**src/hdl/apw_pkg.sv**
```systemverilog
// ----------------------------------------------------------------------------
// apw_pkg: shared types and constants of the averaged knob LED window
// Sample and slot types, configuration register codes and reset values.
// ----------------------------------------------------------------------------
package apw_pkg;

  // Offset minus raw reading lies in -1023..255
  localparam int SAMP_W   = 11;
  localparam int RAW_W    = 10;
  localparam int OFS_W    = 8;
  localparam int LEN_W    = 11;
  localparam int LED_W    = 10;
  localparam int BRI_W    = 8;
  // Magnitude of any average fits this many bits
  localparam int QUO_W    = 10;
  localparam int CFG_W    = 11;
  localparam int CFG_IDX_W = 2;

  localparam logic [LEN_W-1:0] STRIP_RST  = 11'd50;
  localparam logic [OFS_W-1:0] BRIGHT_RST = 8'd252;
  localparam logic [OFS_W-1:0] RANGE_RST  = 8'd112;
  localparam logic [OFS_W-1:0] PLACE_RST  = 8'd79;

  typedef logic signed [SAMP_W-1:0] samp_t;

  // One history slot: a sample of each knob
  typedef struct packed {
    samp_t bright;
    samp_t width;
    samp_t place;
  } slot_t;

  typedef enum logic [CFG_IDX_W-1:0] {
    REG_STRIP_LENGTH    = 2'd0,
    REG_BRIGHT_OFFSET   = 2'd1,
    REG_RANGE_OFFSET    = 2'd2,
    REG_POSITION_OFFSET = 2'd3
  } cfg_reg_t;

endpackage

```
**src/hdl/apw_cell.sv**
```systemverilog
// ----------------------------------------------------------------------------
// apw_cell: one slot of the sample history line
// Holds one slot and hands it to the next cell on every accepted beat.
// ----------------------------------------------------------------------------
module apw_cell (
  input  logic          clk,
  input  logic          rst_n,
  input  logic          shift_en,
  input  apw_pkg::slot_t slot_in,
  output apw_pkg::slot_t slot_out
);
  import apw_pkg::*;

  slot_t slot_r;

  // History starts at zero; the zeros count in the average
  always_ff @(posedge clk) begin
    if (!rst_n) begin
      slot_r <= '0;
    end else if (shift_en) begin
      slot_r <= slot_in;
    end
  end

  assign slot_out = slot_r;

endmodule

```
**src/hdl/apw_div.sv**
```systemverilog
// ----------------------------------------------------------------------------
// apw_div: running total divided by the window depth
// Reciprocal multiply on the magnitude, truncation toward zero.
// ----------------------------------------------------------------------------
module apw_div #(
  parameter int AVG_DEPTH = 30,
  parameter int TOT_W     = 16
) (
  input  logic                     clk,
  input  logic                     load,
  input  logic signed [TOT_W-1:0]  total,
  output apw_pkg::samp_t           avg
);
  import apw_pkg::*;

  localparam int MAG_W  = TOT_W - 1;
  localparam int SH     = MAG_W + $clog2(AVG_DEPTH);
  localparam int M_W    = SH + 1;
  localparam int PROD_W = MAG_W + M_W;
  // ceil(2^SH / depth): exact for every MAG_W-bit numerator
  localparam logic [M_W-1:0] RECIP = M_W'(((64'd1 << SH) + AVG_DEPTH - 1) / AVG_DEPTH);

  logic [TOT_W-1:0]  mag_full;
  logic [MAG_W-1:0]  mag;
  logic [PROD_W-1:0] prod_nxt, prod_r;
  logic              neg_r;
  logic [QUO_W-1:0]  quo;
  samp_t             quo_s;

  assign mag_full = (total < 0) ? TOT_W'(-total) : TOT_W'(total);
  assign mag      = mag_full[MAG_W-1:0];
  assign prod_nxt = PROD_W'(mag) * PROD_W'(RECIP);

  always_ff @(posedge clk) begin
    if (load) begin
      prod_r <= prod_nxt;
      neg_r  <= (total < 0);
    end
  end

  assign quo   = prod_r[SH +: QUO_W];
  assign quo_s = $signed({1'b0, quo});
  assign avg   = neg_r ? -quo_s : quo_s;

endmodule

```
**src/hdl/averaged_pot_led_window.sv**
```systemverilog
// ----------------------------------------------------------------------------
// averaged_pot_led_window: boxcar-averaged knob readings to an LED window
// Averages brightness, half-width and position over a sliding window and
// turns them into a brightness and the first and last lit LED.
// ----------------------------------------------------------------------------
//
//  Channel  Direction  Handshake             Beat contents
//  in_      sink       in_valid / in_stall   bright, width, place samples
//  out_     source     out_valid / out_stall brightness, window start/end
//  cfg_     sink       cfg_wr_en             register index and data
//
//  One beat per cycle, sustained while out_stall stays low; the running-total
//  update at the head of the pipe is the only loop.
//  A result moves from the running totals through the divider products and
//  the clamp registers into the output register, and leaves once out_stall is low.
//  Reset clears the history line, the totals and all valid flags at once.
//  Each stage moves when the one after it is empty or moving, so bubbles
//  close up behind a stalled output; in_stall rises only once all are full.
//
module averaged_pot_led_window #(
  parameter int AVG_DEPTH = 30,
  parameter int MAX_LEDS  = 1024
) (
  input  logic                              clk,
  input  logic                              rst_n,
  input  logic                              in_valid,
  output logic                              in_stall,
  input  logic [apw_pkg::RAW_W-1:0]         in_bright_sample,
  input  logic [apw_pkg::RAW_W-1:0]         in_width_sample,
  input  logic [apw_pkg::RAW_W-1:0]         in_place_sample,
  output logic                              out_valid,
  input  logic                              out_stall,
  output logic [apw_pkg::BRI_W-1:0]         out_brightness,
  output logic [apw_pkg::LED_W-1:0]         out_window_start,
  output logic [apw_pkg::LED_W-1:0]         out_window_end,
  input  logic                              cfg_wr_en,
  input  logic [apw_pkg::CFG_IDX_W-1:0]     cfg_index,
  input  logic [apw_pkg::CFG_W-1:0]         cfg_wdata
);
  import apw_pkg::*;

  // Totals must hold depth * 1023 in magnitude, plus the sign
  localparam int TOT_W = $clog2(AVG_DEPTH * 1024) + 1;
  // Strip length is capped so the indices fit the output fields
  localparam int LIM_INT = (MAX_LEDS < 1024) ? MAX_LEDS : 1024;
  localparam logic [LEN_W-1:0] LEN_LIM = LEN_W'(LIM_INT);
  localparam logic [LEN_W-1:0] LEN_MIN = LEN_W'(2);

  // --------------------------------------------------------------------------
  // Configuration registers
  // --------------------------------------------------------------------------
  logic [LEN_W-1:0] strip_length_r;
  logic [OFS_W-1:0] bright_offset_r, range_offset_r, position_offset_r;

  always_ff @(posedge clk) begin
    if (!rst_n) begin
      strip_length_r    <= STRIP_RST;
      bright_offset_r   <= BRIGHT_RST;
      range_offset_r    <= RANGE_RST;
      position_offset_r <= PLACE_RST;
    end else if (cfg_wr_en) begin
      case (cfg_reg_t'(cfg_index))
        REG_STRIP_LENGTH:    strip_length_r    <= cfg_wdata;
        REG_BRIGHT_OFFSET:   bright_offset_r   <= cfg_wdata[OFS_W-1:0];
        REG_RANGE_OFFSET:    range_offset_r    <= cfg_wdata[OFS_W-1:0];
        REG_POSITION_OFFSET: position_offset_r <= cfg_wdata[OFS_W-1:0];
        default: ;
      endcase
    end
  end

  // Last usable LED index, from the clamped strip length
  logic [LEN_W-1:0] len_eff;
  logic [LED_W-1:0] last_led;

  always_comb begin
    len_eff = strip_length_r;
    if (strip_length_r < LEN_MIN) len_eff = LEN_MIN;
    if (strip_length_r > LEN_LIM) len_eff = LEN_LIM;
  end
  assign last_led = LED_W'(len_eff - LEN_W'(1));

  // --------------------------------------------------------------------------
  // Flow control: a stage advances when the next one is empty or advancing
  // --------------------------------------------------------------------------
  logic v1_r, v2_r, v3_r, out_valid_r;
  logic rdy_out, rdy3, rdy2, rdy1, in_accept;

  assign rdy_out   = !out_valid_r || !out_stall;
  assign rdy3      = !v3_r || rdy_out;
  assign rdy2      = !v2_r || rdy3;
  assign rdy1      = !v1_r || rdy2;
  assign in_stall  = !rdy1;
  assign in_accept = in_valid && rdy1;

  always_ff @(posedge clk) begin
    if (!rst_n) begin
      v1_r        <= 1'b0;
      v2_r        <= 1'b0;
      v3_r        <= 1'b0;
      out_valid_r <= 1'b0;
    end else begin
      if (rdy1)    v1_r        <= in_accept;
      if (rdy2)    v2_r        <= v1_r;
      if (rdy3)    v3_r        <= v2_r;
      if (rdy_out) out_valid_r <= v3_r;
    end
  end

  // --------------------------------------------------------------------------
  // Stage 1: offset minus reading, history line shift, running totals
  // --------------------------------------------------------------------------
  slot_t new_slot;
  slot_t chain [0:AVG_DEPTH];

  assign new_slot.bright = $signed({3'b000, bright_offset_r})
                         - $signed({1'b0, in_bright_sample});
  assign new_slot.width  = $signed({3'b000, range_offset_r})
                         - $signed({1'b0, in_width_sample});
  assign new_slot.place  = $signed({3'b000, position_offset_r})
                         - $signed({1'b0, in_place_sample});
  assign chain[0] = new_slot;

  // The last cell holds the sample that drops out of the window
  for (genvar k = 0; k < AVG_DEPTH; k++) begin : g_hist
    apw_cell u_cell (
      .clk      (clk),
      .rst_n    (rst_n),
      .shift_en (in_accept),
      .slot_in  (chain[k]),
      .slot_out (chain[k+1])
    );
  end

  logic signed [TOT_W-1:0] bright_total_r, width_total_r, place_total_r;
  logic signed [TOT_W-1:0] bright_total_nxt, width_total_nxt, place_total_nxt;

  assign bright_total_nxt = bright_total_r + TOT_W'(new_slot.bright)
                          - TOT_W'(chain[AVG_DEPTH].bright);
  assign width_total_nxt  = width_total_r + TOT_W'(new_slot.width)
                          - TOT_W'(chain[AVG_DEPTH].width);
  assign place_total_nxt  = place_total_r + TOT_W'(new_slot.place)
                          - TOT_W'(chain[AVG_DEPTH].place);

  // Totals change only on an accepted beat, so they are stage 1's payload
  always_ff @(posedge clk) begin
    if (!rst_n) begin
      bright_total_r <= '0;
      width_total_r  <= '0;
      place_total_r  <= '0;
    end else if (in_accept) begin
      bright_total_r <= bright_total_nxt;
      width_total_r  <= width_total_nxt;
      place_total_r  <= place_total_nxt;
    end
  end

  // --------------------------------------------------------------------------
  // Stage 2: divide each total by the depth (product registered inside)
  // --------------------------------------------------------------------------
  samp_t avg_bright, avg_width, avg_place;

  apw_div #(.AVG_DEPTH(AVG_DEPTH), .TOT_W(TOT_W)) u_div_bright (
    .clk (clk), .load (rdy2), .total (bright_total_r), .avg (avg_bright)
  );
  apw_div #(.AVG_DEPTH(AVG_DEPTH), .TOT_W(TOT_W)) u_div_width (
    .clk (clk), .load (rdy2), .total (width_total_r), .avg (avg_width)
  );
  apw_div #(.AVG_DEPTH(AVG_DEPTH), .TOT_W(TOT_W)) u_div_place (
    .clk (clk), .load (rdy2), .total (place_total_r), .avg (avg_place)
  );

  // --------------------------------------------------------------------------
  // Stage 3: clamp brightness at zero, half-width to at least one,
  // position onto the strip
  // --------------------------------------------------------------------------
  logic [BRI_W-1:0] bri_nxt, bri_r;
  logic [OFS_W-1:0] half_nxt, half_r;
  logic [LED_W-1:0] pos_nxt, pos_r;

  always_comb begin
    bri_nxt = (avg_bright < 0) ? '0 : avg_bright[BRI_W-1:0];
    half_nxt = (avg_width < 1) ? OFS_W'(1) : avg_width[OFS_W-1:0];
    if (avg_place < 0) begin
      pos_nxt = '0;
    end else if (avg_place > $signed({1'b0, last_led})) begin
      pos_nxt = last_led;
    end else begin
      pos_nxt = avg_place[LED_W-1:0];
    end
  end

  always_ff @(posedge clk) begin
    if (rdy3) begin
      bri_r  <= bri_nxt;
      half_r <= half_nxt;
      pos_r  <= pos_nxt;
    end
  end

  // --------------------------------------------------------------------------
  // Stage 4: window edges, then widen a one-LED window into the output
  // register
  // --------------------------------------------------------------------------
  logic signed [LED_W:0] lo_diff;
  logic [LED_W:0]        hi_sum;
  logic [LED_W-1:0]      start_c, end_c, start_nxt, end_nxt;
  logic [BRI_W-1:0]      bri_out_r;
  logic [LED_W-1:0]      start_out_r, end_out_r;

  always_comb begin
    lo_diff = $signed({1'b0, pos_r}) - $signed({3'b000, half_r});
    hi_sum  = {1'b0, pos_r} + {3'b000, half_r};
    start_c = (lo_diff < 0) ? '0 : lo_diff[LED_W-1:0];
    end_c   = (hi_sum > {1'b0, last_led}) ? last_led : hi_sum[LED_W-1:0];
    start_nxt = start_c;
    end_nxt   = end_c;
    // Empty window: push the end right, or the start left at the strip head
    if (end_c <= start_c) begin
      if (start_c != '0) begin
        end_nxt = start_c + LED_W'(1);
      end else begin
        start_nxt = end_c - LED_W'(1);
      end
    end
  end

  always_ff @(posedge clk) begin
    if (rdy_out) begin
      bri_out_r   <= bri_r;
      start_out_r <= start_nxt;
      end_out_r   <= end_nxt;
    end
  end

  assign out_valid        = out_valid_r;
  assign out_brightness   = bri_out_r;
  assign out_window_start = start_out_r;
  assign out_window_end   = end_out_r;

  // --------------------------------------------------------------------------
  // Checks
  // --------------------------------------------------------------------------
  a_accept_fills_s1: assert property (@(posedge clk) disable iff (!rst_n)
    in_valid && !in_stall |=> v1_r)
    else $error("accepted beat did not reach stage 1");

  a_half_nonzero: assert property (@(posedge clk) disable iff (!rst_n)
    v3_r |-> half_r != '0)
    else $error("half-width reached zero");

  a_pos_on_strip: assert property (@(posedge clk) disable iff (!rst_n)
    v3_r |-> pos_r <= last_led)
    else $error("position beyond the strip");

  a_window_order: assert property (@(posedge clk) disable iff (!rst_n)
    out_valid_r |-> out_window_end > out_window_start)
    else $error("window end not past window start");

  a_full_pipe_stalls: assert property (@(posedge clk) disable iff (!rst_n)
    in_stall |-> v1_r && v2_r && v3_r && out_valid_r && out_stall)
    else $error("input stalled with room in the pipe");

endmodule
```
**config.mk**
```make
export PLATFORM = sky130hd
export DESIGN_NAME = averaged_pot_led_window
export DESIGN_NICKNAME = d
export VERILOG_FILES = /design/src/hdl/apw_pkg.sv /design/src/hdl/apw_cell.sv /design/src/hdl/apw_div.sv /design/src/hdl/averaged_pot_led_window.sv
export SDC_FILE = /design/constraint.sdc
export NUM_CORES = 2
export LEC_CHECK = 0
export ABC_AREA = 1
export BUFFER_PORTS_ARGS = -buffer_cell sky130_fd_sc_hd__buf_4
export CORE_MARGIN = 2
export CORE_UTILIZATION = 40
export CTS_CLUSTER_DIAMETER = 80
export DETAILED_ROUTE_END_ITERATION = 10
export SYNTH_ARGS = -nofsm -noshare
export SYNTH_HDL_FRONTEND = slang
export SYNTH_SLANG_ARGS = --single-unit
export TNS_END_PERCENT = 50
```
**constraint.sdc**
```tcl
create_clock -name clk -period 8.15 [get_ports clk]
set_clock_uncertainty 0.2 [all_clocks]
set_input_delay 1.2225 -clock clk [delete_from_list [all_inputs] [get_ports clk]]
set_output_delay 1.2225 -clock clk [all_outputs]
set_load 0.03 [all_outputs]
```
==> metrics <==
outcome finished clean; number of clock sinks around 1,200; Seq/Total Area, Yosys 0.448; GR Util All Layers 0.161; Area Growth Syn to Fin 11.3%; post-route ant nets 0; DRT Wirelength approximately 110,000 um; Period minus WS final between 6 and 7 ns; Post-synth EDFFs a little under 90; Die H approximately 370 um; hold crit path type reg -> reg; Top delay family on crit path adder cells; initial antenna violation count 0; Filler cells between 10,000 and 15,000; share of the synthesized area in the top cell type 0.400; Final setup viols 0; Avg Cell Area, Syn 7.89 sq um; critical path class reg -> reg; Buffers on Ports 77; period utilization 0.819; Post-Syn Instances 6,839; max layer used met4; global-route wire length before repair between 150,000 and 200,000 um; worst path required time 8.44 ns; Via density roughly 4.8; clock slew at reported path FFs around 0.060 ns; area leader, netlist dfxtp_1; max-slew violations 0; Crit Path Max Fanout 3; Routed met1 length between 50,000 and 60,000 um; CTS tree built; synth top area cells dfxtp_1, nor2_1, o21ai_0; type of origin of the critical path flip-flop; Buf/Inv on CP 6; root buffer cell clkbuf_16; n_diodes 0; max-cap violation count 0; Starting Density 0.404; vias 41,502; largest net degree at the start of global routing 254; cell mode on critical path inv_1; Max Fclk roughly 0.15 GHz; ys flop type dfxtp_1; Seq cells post-synth about 1,200; Fin. Hold Viols 0; crit path DAT about 7.0 ns; met3 WL post-DR 3820 um; RD Place Congestion 0.853; DR iter-0 viols 3,369; asr flop ratio synth 0; clk buf depth 3; met2 wire length ~49,000 um; max incr delay on CP about 0.52 ns; DP HPWL approximately 70,000 um; DRC Markers 0; Hold-fix buffers, CTS 0; fin util 0.449; CTS Buf Count 130; clk_lat worst skew slightly below 0.8 ns; most common cell in the synthesized netlist nor2_1; I/O Pins 78; critical path's slowest cell fa_1; setup bufs post-CTS 0; number of global-route vias before repair just under 40,000; DR WL/cell approximately 13 um; Setup crit end kind flip-flop; Syn. warnings 0; final setup TNS 0 ns; drt pass-1 iters 5; H-tree depth 4; die area 138,000 sq um; Net Count, Synth 7,375; nets@finish 7,247; max_slew headroom 0.265; Worst-Margin Slew between 1 and 1.5 ns; Die W 371 um; layout cells sized above 1 0.0536; synthesized area ~54,000 sq um; post-CTS sizing 0; top cells by count, synth nor2_1, o21ai_0, dfxtp_1, inv_1, ha_1; grt ovf 0; std cell rows 134; total core area ~130,000 sq um; number of distinct library cells after synthesis 55; RSZ-0062 raised after global routing no
[cell families after synthesis]
group / share of synthesized area
simple gates: 0.190
buf+inv: 0.0655
xor+xnor: 0.0258
flops: 0.448
compound gates: 0.141
fa+ha+maj: 0.129
[layer usage]
layer / GRT usage / vias to the layer above
met5: 0 / -
met4: 0.0466 / 0
met3: 0.0268 / 159
met2: 0.250 / 516
met1: 0.229 / 19042
li1: - / 21785
[per-stage QoR]
| stage | cell area, sq um | hold slack, ns | setup WS, ns | instances |
|---|---|---|---|---|
| 5_1_grt | 60000 | 0.228 | 0.858 | 8575 |
| 4_1_cts | 60000 | 0.218 | 1.41 | 8575 |
| 6_report | 60000 | 0.217 | 1.47 | 8575 |
| 3_5_place_dp | 55700 | 0.205 | 1.46 | 8347 |
| 3_3_place_gp | 55700 | 0.204 | 1.44 | 8347 |
| 2_1_floorplan | 53900 | 0.200 | 2.16 | 6839 |
[cell type report]
class                   count  area (sq um)  area share
inverters                 567          2140      0.0356
well taps                1768          2210      0.0368
flip-flops and latches   1164         24200       0.403
repair buffers            104           913      0.0152
multi-input cells        4744         26200       0.437
clock buffers             172          3570      0.0595
clock inverters            56           790      0.0132
[cells in the final DEF, fill, tap and decap left out, drive strengths merged, types with 38 or more instances in the layout]
cell type | Yosys | routed
nand2 | 388 | 388
o21ai | 1148 | 1148
fa | 113 | 113
dfxtp | 1077 | 1077
a21oi | 275 | 275
buf | 11 | 104
clkinv | 3 | 38
inv | 564 | 574
nor2 | 2047 | 2047
ha | 375 | 375
clkbuf | 353 | 172
xor2 | 131 | 131
edfxtp | 87 | 87
nand3 | 103 | 103
[worst paths after layout]
path               startpoint                      to  slack [ns]  depth (start not counted)
max          place_total_r[1]  u_div_place.prod_r[28]        1.47                         27
min                  bri_r[7]       out_brightness[7]        0.22                          0
max reg2reg  place_total_r[1]  u_div_place.prod_r[28]        1.47                         27
min reg2reg          bri_r[7]       out_brightness[7]        0.22                          0
[sequential cells by signal (all words and copies together), names as in the netlist, 8 cells and up]
signal and flops:
g_hist.u_cell.slot_out 990, pos_r 10, bright_total_r 16, position_offset_r 8, width_total_r 16, range_offset_r 8, bri_r 8, u_div_place.prod_r 10
out_window_start 10, half_r 8, u_div_bright.prod_r 10, place_total_r 16, bright_offset_r 8, out_brightness 8, strip_length_r 11, u_div_width.prod_r 10
out_window_end 10
Power is not shown: default switching activity piles up to over one toggle a cycle in this logic, so the estimate is an artifact.
